File: src/design/aqt_pkg.sv
package aqt_pkg;

    localparam int TABLE_DEPTH = 64;
    localparam int IDX_W       = $clog2(TABLE_DEPTH);
    localparam int OCC_W       = $clog2(TABLE_DEPTH + 1);

    localparam int PID_W   = 22;
    localparam int TOTAL_W = 32;
    localparam int SYM_W   = 16;
    localparam int SYM_N   = 4;
    localparam int TIME_W  = 64;

    localparam logic [TOTAL_W-1:0] THRESH_RESET = TOTAL_W'(10);

    typedef enum logic [1:0] {
        CMD_REPORT    = 2'd0,
        CMD_RELEASE   = 2'd1,
        CMD_KILL      = 2'd2,
        CMD_FALSE_POS = 2'd3
    } t_command;

    typedef enum logic [1:0] {
        ACT_NONE = 2'd0,
        ACT_STOP = 2'd1,
        ACT_KILL = 2'd2,
        ACT_CONT = 2'd3
    } t_action;

    typedef enum logic [1:0] {
        ST_OK      = 2'd0,
        ST_NOENTRY = 2'd1,
        ST_FULL    = 2'd2,
        ST_GONE    = 2'd3
    } t_status;

    typedef enum logic [1:0] {
        MODE_STOPPED  = 2'd0,
        MODE_KILLED   = 2'd1,
        MODE_RELEASED = 2'd2
    } t_mode;

    typedef struct packed {
        logic [PID_W-1:0]              pid;
        logic [TOTAL_W-1:0]            total;
        logic [SYM_N-1:0][SYM_W-1:0]   pattern;
        logic [TIME_W-1:0]             stamp;
        t_mode                         mode;
        logic                          reviewed;
    } t_entry;

    typedef struct packed {
        logic load;
        logic scan;
        logic update;
    } t_dp_cmd;

    typedef struct packed {
        logic scan_done;
    } t_dp_stat;

    typedef struct packed {
        logic                          done;
        t_action                       action;
        t_status                       status;
        logic                          alert;
        logic [PID_W-1:0]              pid;
        logic [TOTAL_W-1:0]            total;
        logic [SYM_N-1:0][SYM_W-1:0]   pattern;
        logic [TIME_W-1:0]             stamp;
    } t_result;

endpackage

File: src/design/aqt_ctrl.sv
module aqt_ctrl (
    input  logic              i_clk,
    input  logic              i_rst_n,
    input  logic              i_start,
    input  aqt_pkg::t_dp_stat i_stat,
    output aqt_pkg::t_dp_cmd  o_cmd,
    output logic              o_busy
);

    typedef enum logic [2:0] {
        S_IDLE   = 3'b001,
        S_SCAN   = 3'b010,
        S_UPDATE = 3'b100
    } t_state;

    t_state r_state;
    t_state n_state;

    always_comb begin
        n_state = r_state;
        case (r_state)
            S_IDLE: begin
                if (i_start) begin
                    n_state = S_SCAN;
                end
            end
            S_SCAN: begin
                if (i_stat.scan_done) begin
                    n_state = S_UPDATE;
                end
            end
            S_UPDATE: begin
                n_state = S_IDLE;
            end
            default: begin
                n_state = S_IDLE;
            end
        endcase
    end

    always_ff @(posedge i_clk) begin
        if (!i_rst_n) begin
            r_state <= S_IDLE;
        end else begin
            r_state <= n_state;
        end
    end

    assign o_busy       = (r_state != S_IDLE);
    assign o_cmd.load   = i_start && (r_state == S_IDLE);
    assign o_cmd.scan   = (r_state == S_SCAN);
    assign o_cmd.update = (r_state == S_UPDATE);

endmodule

File: config.mk
export PLATFORM = sky130hd
export DESIGN_NAME = aqt_ctrl
export DESIGN_NICKNAME = d
export VERILOG_FILES = /design/src/design/aqt_pkg.sv /design/src/design/aqt_ctrl.sv
export SDC_FILE = /design/constraint.sdc
export NUM_CORES = 1
export LEC_CHECK = 0
export BUFFER_PORTS_ARGS = -buffer_cell sky130_fd_sc_hd__buf_2
export CAP_MARGIN = 20
export CORE_AREA = 8 8 45 47
export CTS_BUF_LIST = sky130_fd_sc_hd__clkbuf_8 sky130_fd_sc_hd__clkbuf_16
export DETAILED_ROUTE_END_ITERATION = 8
export DIE_AREA = 0 0 53 55
export PLACE_DENSITY = 0.31
export SLEW_MARGIN = 10
export SYNTH_ARGS = -nofsm -noshare
export SYNTH_HDL_FRONTEND = slang
export SYNTH_SLANG_ARGS = --single-unit
export TNS_END_PERCENT = 5
File: constraint.sdc
create_clock -name i_clk -period 1.3 [get_ports i_clk]
set_input_delay 0.26 -clock i_clk [delete_from_list [all_inputs] [get_ports i_clk]]
set_output_delay 0.26 -clock i_clk [all_outputs]
set_load 0.05 [all_outputs]
==> results of run 1 <==
-- placed cells by master (no fill, tap or decap), types with 2 or more instances in the layout --
cell,instances
buf_2,4
buf_4,5
buf_6,2
clkbuf_8,3
dfxtp_1,2
inv_1,2
-- routing by layer --
metal  share of wire  vias to the layer above
met5               0                        -
met4               0                        0
met3           0.098                        0
met2            0.41                        7
met1            0.49                       71
li1                -                       82
-- cell families (layout without fill, tap and decap cells) --
| family | count (synthesis) | after routing |
|---|---|---|
| AOI/OAI and AO/OA | 2 | 2 |
| buffers and inverters | 1 | 17 |
| and+or+nand+nor | 9 | 9 |
| DFF | 3 | 3 |
-- repair_timing --
action                                  4_1_cts  5_1_grt
resized for setup                             8        5
endpoints found under the setup margin        4        4
buffers inserted                              0        0
pin swaps                                     0        0
-- power by group through the flow --
stage               clock [mW]  combinational (mW)  sequential (mW)
floorplan                    0              0.0451            0.103
global placement             0              0.0732            0.101
detailed placement           0              0.0740            0.101
CTS                      0.270              0.0841            0.101
global route             0.279              0.0955            0.101
finish                   0.260              0.0886            0.101
-- worst max-delay path by stage --
stage,to,slack (ns),cells after the start
final,o_cmd[2],-0.14,3
after global routing,o_cmd[2],-0.19,3
after CTS,o_cmd[2],-0.15,3
after detailed placement,o_cmd[2],-0.03,3
after global placement,o_cmd[2],-0.02,3
after floorplan,o_cmd[2],-0.42,2
-- cell usage after synthesis (all sizes together) --
| cell | n |
|---|---|
| dfxtp | 3 |
| nor2b | 2 |
| nor3b | 2 |
| and2b | 1 |
| and3 | 1 |
| and3b | 1 |
| inv | 1 |
| nor2 | 1 |
| o21a | 1 |
| o21ai | 1 |
| or3b | 1 |
-- stage by stage --
stage,hold slack [ns],instances,total power [mW]
after global routing,0.307,47,0.476
after detailed placement,0.508,43,0.175
after floorplan,0.406,15,0.148
after CTS,0.289,47,0.455
final,0.291,47,0.449
after global placement,0.511,43,0.175
-- critical path, cell delays in order (launching register included) --
cell	delay (ns)
dfxtp_2	0.32
or3b_4	0.40
nor2_4	0.09
buf_6	0.16
-- cell type report --
class	instances	area (um^2)
clock inverter	1	3.75
multi-input combinational	11	106
fill	149	1050
timing repair buffer	12	95.1
sequential	3	61.3
clock buffer	3	41.3
tap	16	20.0
inverter	1	3.75
==> impl_metrics.tcl, run 1 <==
set metrics [dict create \
    clock_latency_ns 0.21 \
    synthAdderAreaFrac 0 \
    fin_crit_ns 1.44 \
    yosysTopAreaCell "dfxtp_1" \
    synth_area_um2 144 \
    syn_area_per_cell_um2 9.59 \
    synth_top_area_share 0.417 \
    die_height_um 55 \
    slew_headroom 0.834 \
    synth-xor-area-share 0 \
    leakagePower_nw 0.157 \
    drt-total-wl_um 448 \
    endpoint_kind "primary output" \
    top_register "r_state" \
    muxShareOfSynthArea 0 \
    initial_utilization 0.104 \
    cts_tree "yes" \
    synthCells 15 \
    fin_ws_ns -0.142 \
    io_pins 8 \
    hold_depth 2 \
    grt_overflow_total 0 \
    grt_pass1_vias 182 \
    met2_usage 0.0488 \
    place_congestion 0.665 \
    yosysUniqueCellTypes 11 \
    ys_top_cells_by_area "dfxtp_1 42%, nor3b_1 10%, nor2b_1 8.7%, and3b_2 7.0%, and2b_2 6.1%" \
    synth_seq_cells 3 \
    numCtsBuffers 3 \
    use_met3 0.0187 \
    p_sw_mw 0.111 \
    synth_compound_area_frac 0.0870 \
    ant_nets 0 \
    rsz0062_at_grt "true" \
    cp.arrival_ns 1.18 \
    use_met1 0.0393 \
    hp-class "input pin to flip-flop" \
    synth-simple-area-share 0.470 \
    whs_endpoint "r_state[2]" \
    final_cell_area_um2 332 \
    area_growth_pct 130 \
    diodes 0 \
    failed_checks "negative setup slack" \
    antenna_found_initial 0 \
    drtIter0Drc 0 \
    avgRoutedWirePerCell_um 9.53 \
    fmax_mhz 693 \
    setup-tns-final_ns -0.473 \
    dp_worst_setup_slack_ns -0.0307 \
    drive_gt1_frac 0.710 \
    final_util 0.240 \
    crit_start "r_state[0]" \
    report.final.setup_viol 4 \
    r2r-start "r_state[0]" \
    synth_top_family_by_area "simple AND/OR/NAND/NOR gates" \
    path_max_fanout 3 \
    swShare 0.248 \
    rr_worst_depth 4 \
    core-area_mm2 0.00138 \
    dieArea_mm2 0.00292 \
    io_buffer_count 7 \
    viasPerCell 3.40 \
    cts-root-buf "clkbuf_8" \
    grt_usage 0.0382 \
    start_kind "flip-flop" \
    nets 36 \
    reg.largest.list "r_state (3)" \
    fin_crit_sh 1.11 \
    drc 0 \
    grt_start_max_net_pins 5 \
    path_class "flip-flop to primary output" \
    die-width_um 53 \
    ir_drop_mv 0.432 \
    maxCapViolCount 0 \
    htree_num_levels 1 \
    drv_slew 0 \
    busiest_layer "met4" \
    synth_fp_nets 19 \
    p_comb_frac 0.197 \
    vias 160 \
    synth_warnings 0 \
    clock_power_share 0.578 \
    required_ns 1.04 \
    place_area_um2 241 \
    r2r_slack_ns 0.25 \
    largest_reg_flops 3 \
    status "finished, violations left" \
    cts_buffer_depth 2 \
    finalHoldViolCount 0 \
    clkSlewWorstSetupHoldPaths_ns 0.03 \
    clock-sinks 3 \
    p_per_area_mw_per_mm2 1350 \
    intPower_mw 0.338 \
    worstMarginPinSlew_ns 0.251 \
    rows 14 \
    finClkSkew_ns 0.000587 \
    reg2reg_to "r_state[1]" \
    grt_pass1_wl_um 745 \
    seqPwrFrac 0.225 \
    hold_path_startpoint "i_stat" \
    hold_buffers 0 \
    dr.pass1.iters 1 \
    ys_seq_area_frac 0.417 \
]
(Power assumes the default switching activity.)
==> run 2, diff against run 1 <==
--- a/config.mk
+++ b/config.mk
@@ -11,7 +11,6 @@
 export CTS_BUF_LIST = sky130_fd_sc_hd__clkbuf_8 sky130_fd_sc_hd__clkbuf_16
 export DETAILED_ROUTE_END_ITERATION = 8
 export DIE_AREA = 0 0 53 55
-export PLACE_DENSITY = 0.31
 export SLEW_MARGIN = 10
 export SYNTH_ARGS = -nofsm -noshare
 export SYNTH_HDL_FRONTEND = slang
==> impl_metrics.tcl, run 2 (synthesized netlist as in run 1, its figures left out) <==
set metrics [dict create \
    status "finished, violations left" \
    failed_checks "negative setup slack" \
    final_cell_mix "4 x buf_2, 4 x buf_6, 3 x clkbuf_8, 3 x dfxtp_2, 2 x inv_1" \
    hold_buffers 0 \
    dp_worst_setup_slack_ns -0.0196 \
    setup-tns-final_ns -0.338 \
    busiest_layer "met4" \
    drt-total-wl_um 397 \
    use_met1 0.0167 \
    required_ns 1.04 \
    core-area_mm2 0.00138 \
    rows 14 \
    finClkSkew_ns 0.00143 \
    leakagePower_nw 0.150 \
    swShare 0.255 \
    cts_tree "yes" \
    diodes 0 \
    nets 34 \
    grt_pass1_wl_um 538 \
    grt_start_max_net_pins 5 \
    path_class "flip-flop to primary output" \
    grt_overflow_total 0 \
    clkSlewWorstSetupHoldPaths_ns 0.03 \
    top_register "r_state" \
    grt_pass1_vias 145 \
    grt_usage 0.0306 \
    io_pins 8 \
    initial_utilization 0.104 \
    numCtsBuffers 3 \
    cp.arrival_ns 1.18 \
    reg.largest.list "r_state (3)" \
    hp-class "input pin to flip-flop" \
    p_per_area_mw_per_mm2 1390 \
    intPower_mw 0.338 \
    avgRoutedWirePerCell_um 8.82 \
    finalHoldViolCount 0 \
    ant_nets 0 \
    p_total_mw 0.454 \
    antenna_found_initial 0 \
    met2_usage 0.0430 \
    viasPerCell 3.60 \
    ir_drop_mv 0.211 \
    drtIter0Drc 2 \
    die_height_um 55 \
    maxCapViolCount 0 \
    clock_latency_ns 0.22 \
    clock_power_share 0.584 \
    start_kind "flip-flop" \
    dr.pass1.iters 2 \
    fin_crit_sh 1.11 \
    die-width_um 53 \
    cts-root-buf "clkbuf_8" \
    drv_slew 0 \
    area_growth_pct 127 \
    p_comb_frac 0.191 \
    path_max_fanout 2 \
    p_sw_mw 0.115 \
    drc 0 \
    cts_setup_buffers 0 \
    htree_num_levels 1 \
    use_met3 0.0214 \
    vias 162 \
    endpoint_kind "primary output" \
    worstMarginPinSlew_ns 0.255 \
    fin_ws_ns -0.144 \
    fin_crit_ns 1.44 \
    cts_buffer_depth 2 \
    report.final.setup_viol 3 \
    clock-sinks 3 \
    drive_gt1_frac 0.759 \
    seqPwrFrac 0.225 \
    slew_headroom 0.831 \
    dieArea_mm2 0.00292 \
    fmax_mhz 693 \
    rsz0062_at_grt "true" \
    place_congestion 0.668 \
    io_buffer_count 7 \
    largest_reg_flops 3 \
]
-- run 2: through the flow --
step,hold slack (ns),std cells,instance area [um^2],utilization
5_1_grt,0.298,45,327,0.236
3_3_place_gp,0.513,41,226,0.164
3_5_place_dp,0.518,41,226,0.164
2_1_floorplan,0.406,15,149,-
6_report,0.292,45,327,0.236
4_1_cts,0.294,45,294,0.212
-- run 2: power by group through the flow --
stage	sequential, mW	combinational, mW	clock, mW
after global routing	0.103	0.0914	0.285
after global placement	0.101	0.0680	0
after CTS	0.101	0.0771	0.272
final	0.102	0.0867	0.265
after floorplan	0.103	0.0451	0
after detailed placement	0.102	0.0679	0
-- run 2: final cells by class --
| class | instances | area (um^2) |
|---|---|---|
| timing repair buffer | 10 | 87.6 |
| tap | 16 | 20.0 |
| fill | 154 | 1060 |
| inverter | 1 | 3.75 |
| sequential | 3 | 63.8 |
| multi-input combinational | 11 | 106 |
| clock buffer | 3 | 41.3 |
| clock inverter | 1 | 3.75 |
-- run 2: critical path, stage by stage (launching register included) --
cell     delay (ns)
dfxtp_2        0.31
or3b_4         0.41
nor2_4         0.10
buf_8          0.15
-- run 2: path summary, 6_finish.rpt --
path	from	slack, ns	to	cells after the start
max	r_state[1]	-0.14	o_cmd[2]	3
min	i_stat	0.29	r_state[2]	2
max reg2reg	r_state[1]	0.38	r_state[1]	3
min reg2reg	r_state[2]	0.59	r_state[0]	3
-- run 2: what timing repair did --
| item | 4_1_cts | 5_1_grt |
|---|---|---|
| setup endpoints to repair | 4 | 4 |
| pin swaps | 0 | 0 |
| gates resized for setup | 8 | 9 |
-- run 2: routing by layer --
metal  share of wire  vias up  wire [um]
li1                -       79          -
met1            0.28       74        113
met2            0.54        7        213
met3            0.13        2         53
met4           0.040        0         16
met5               0        -          0
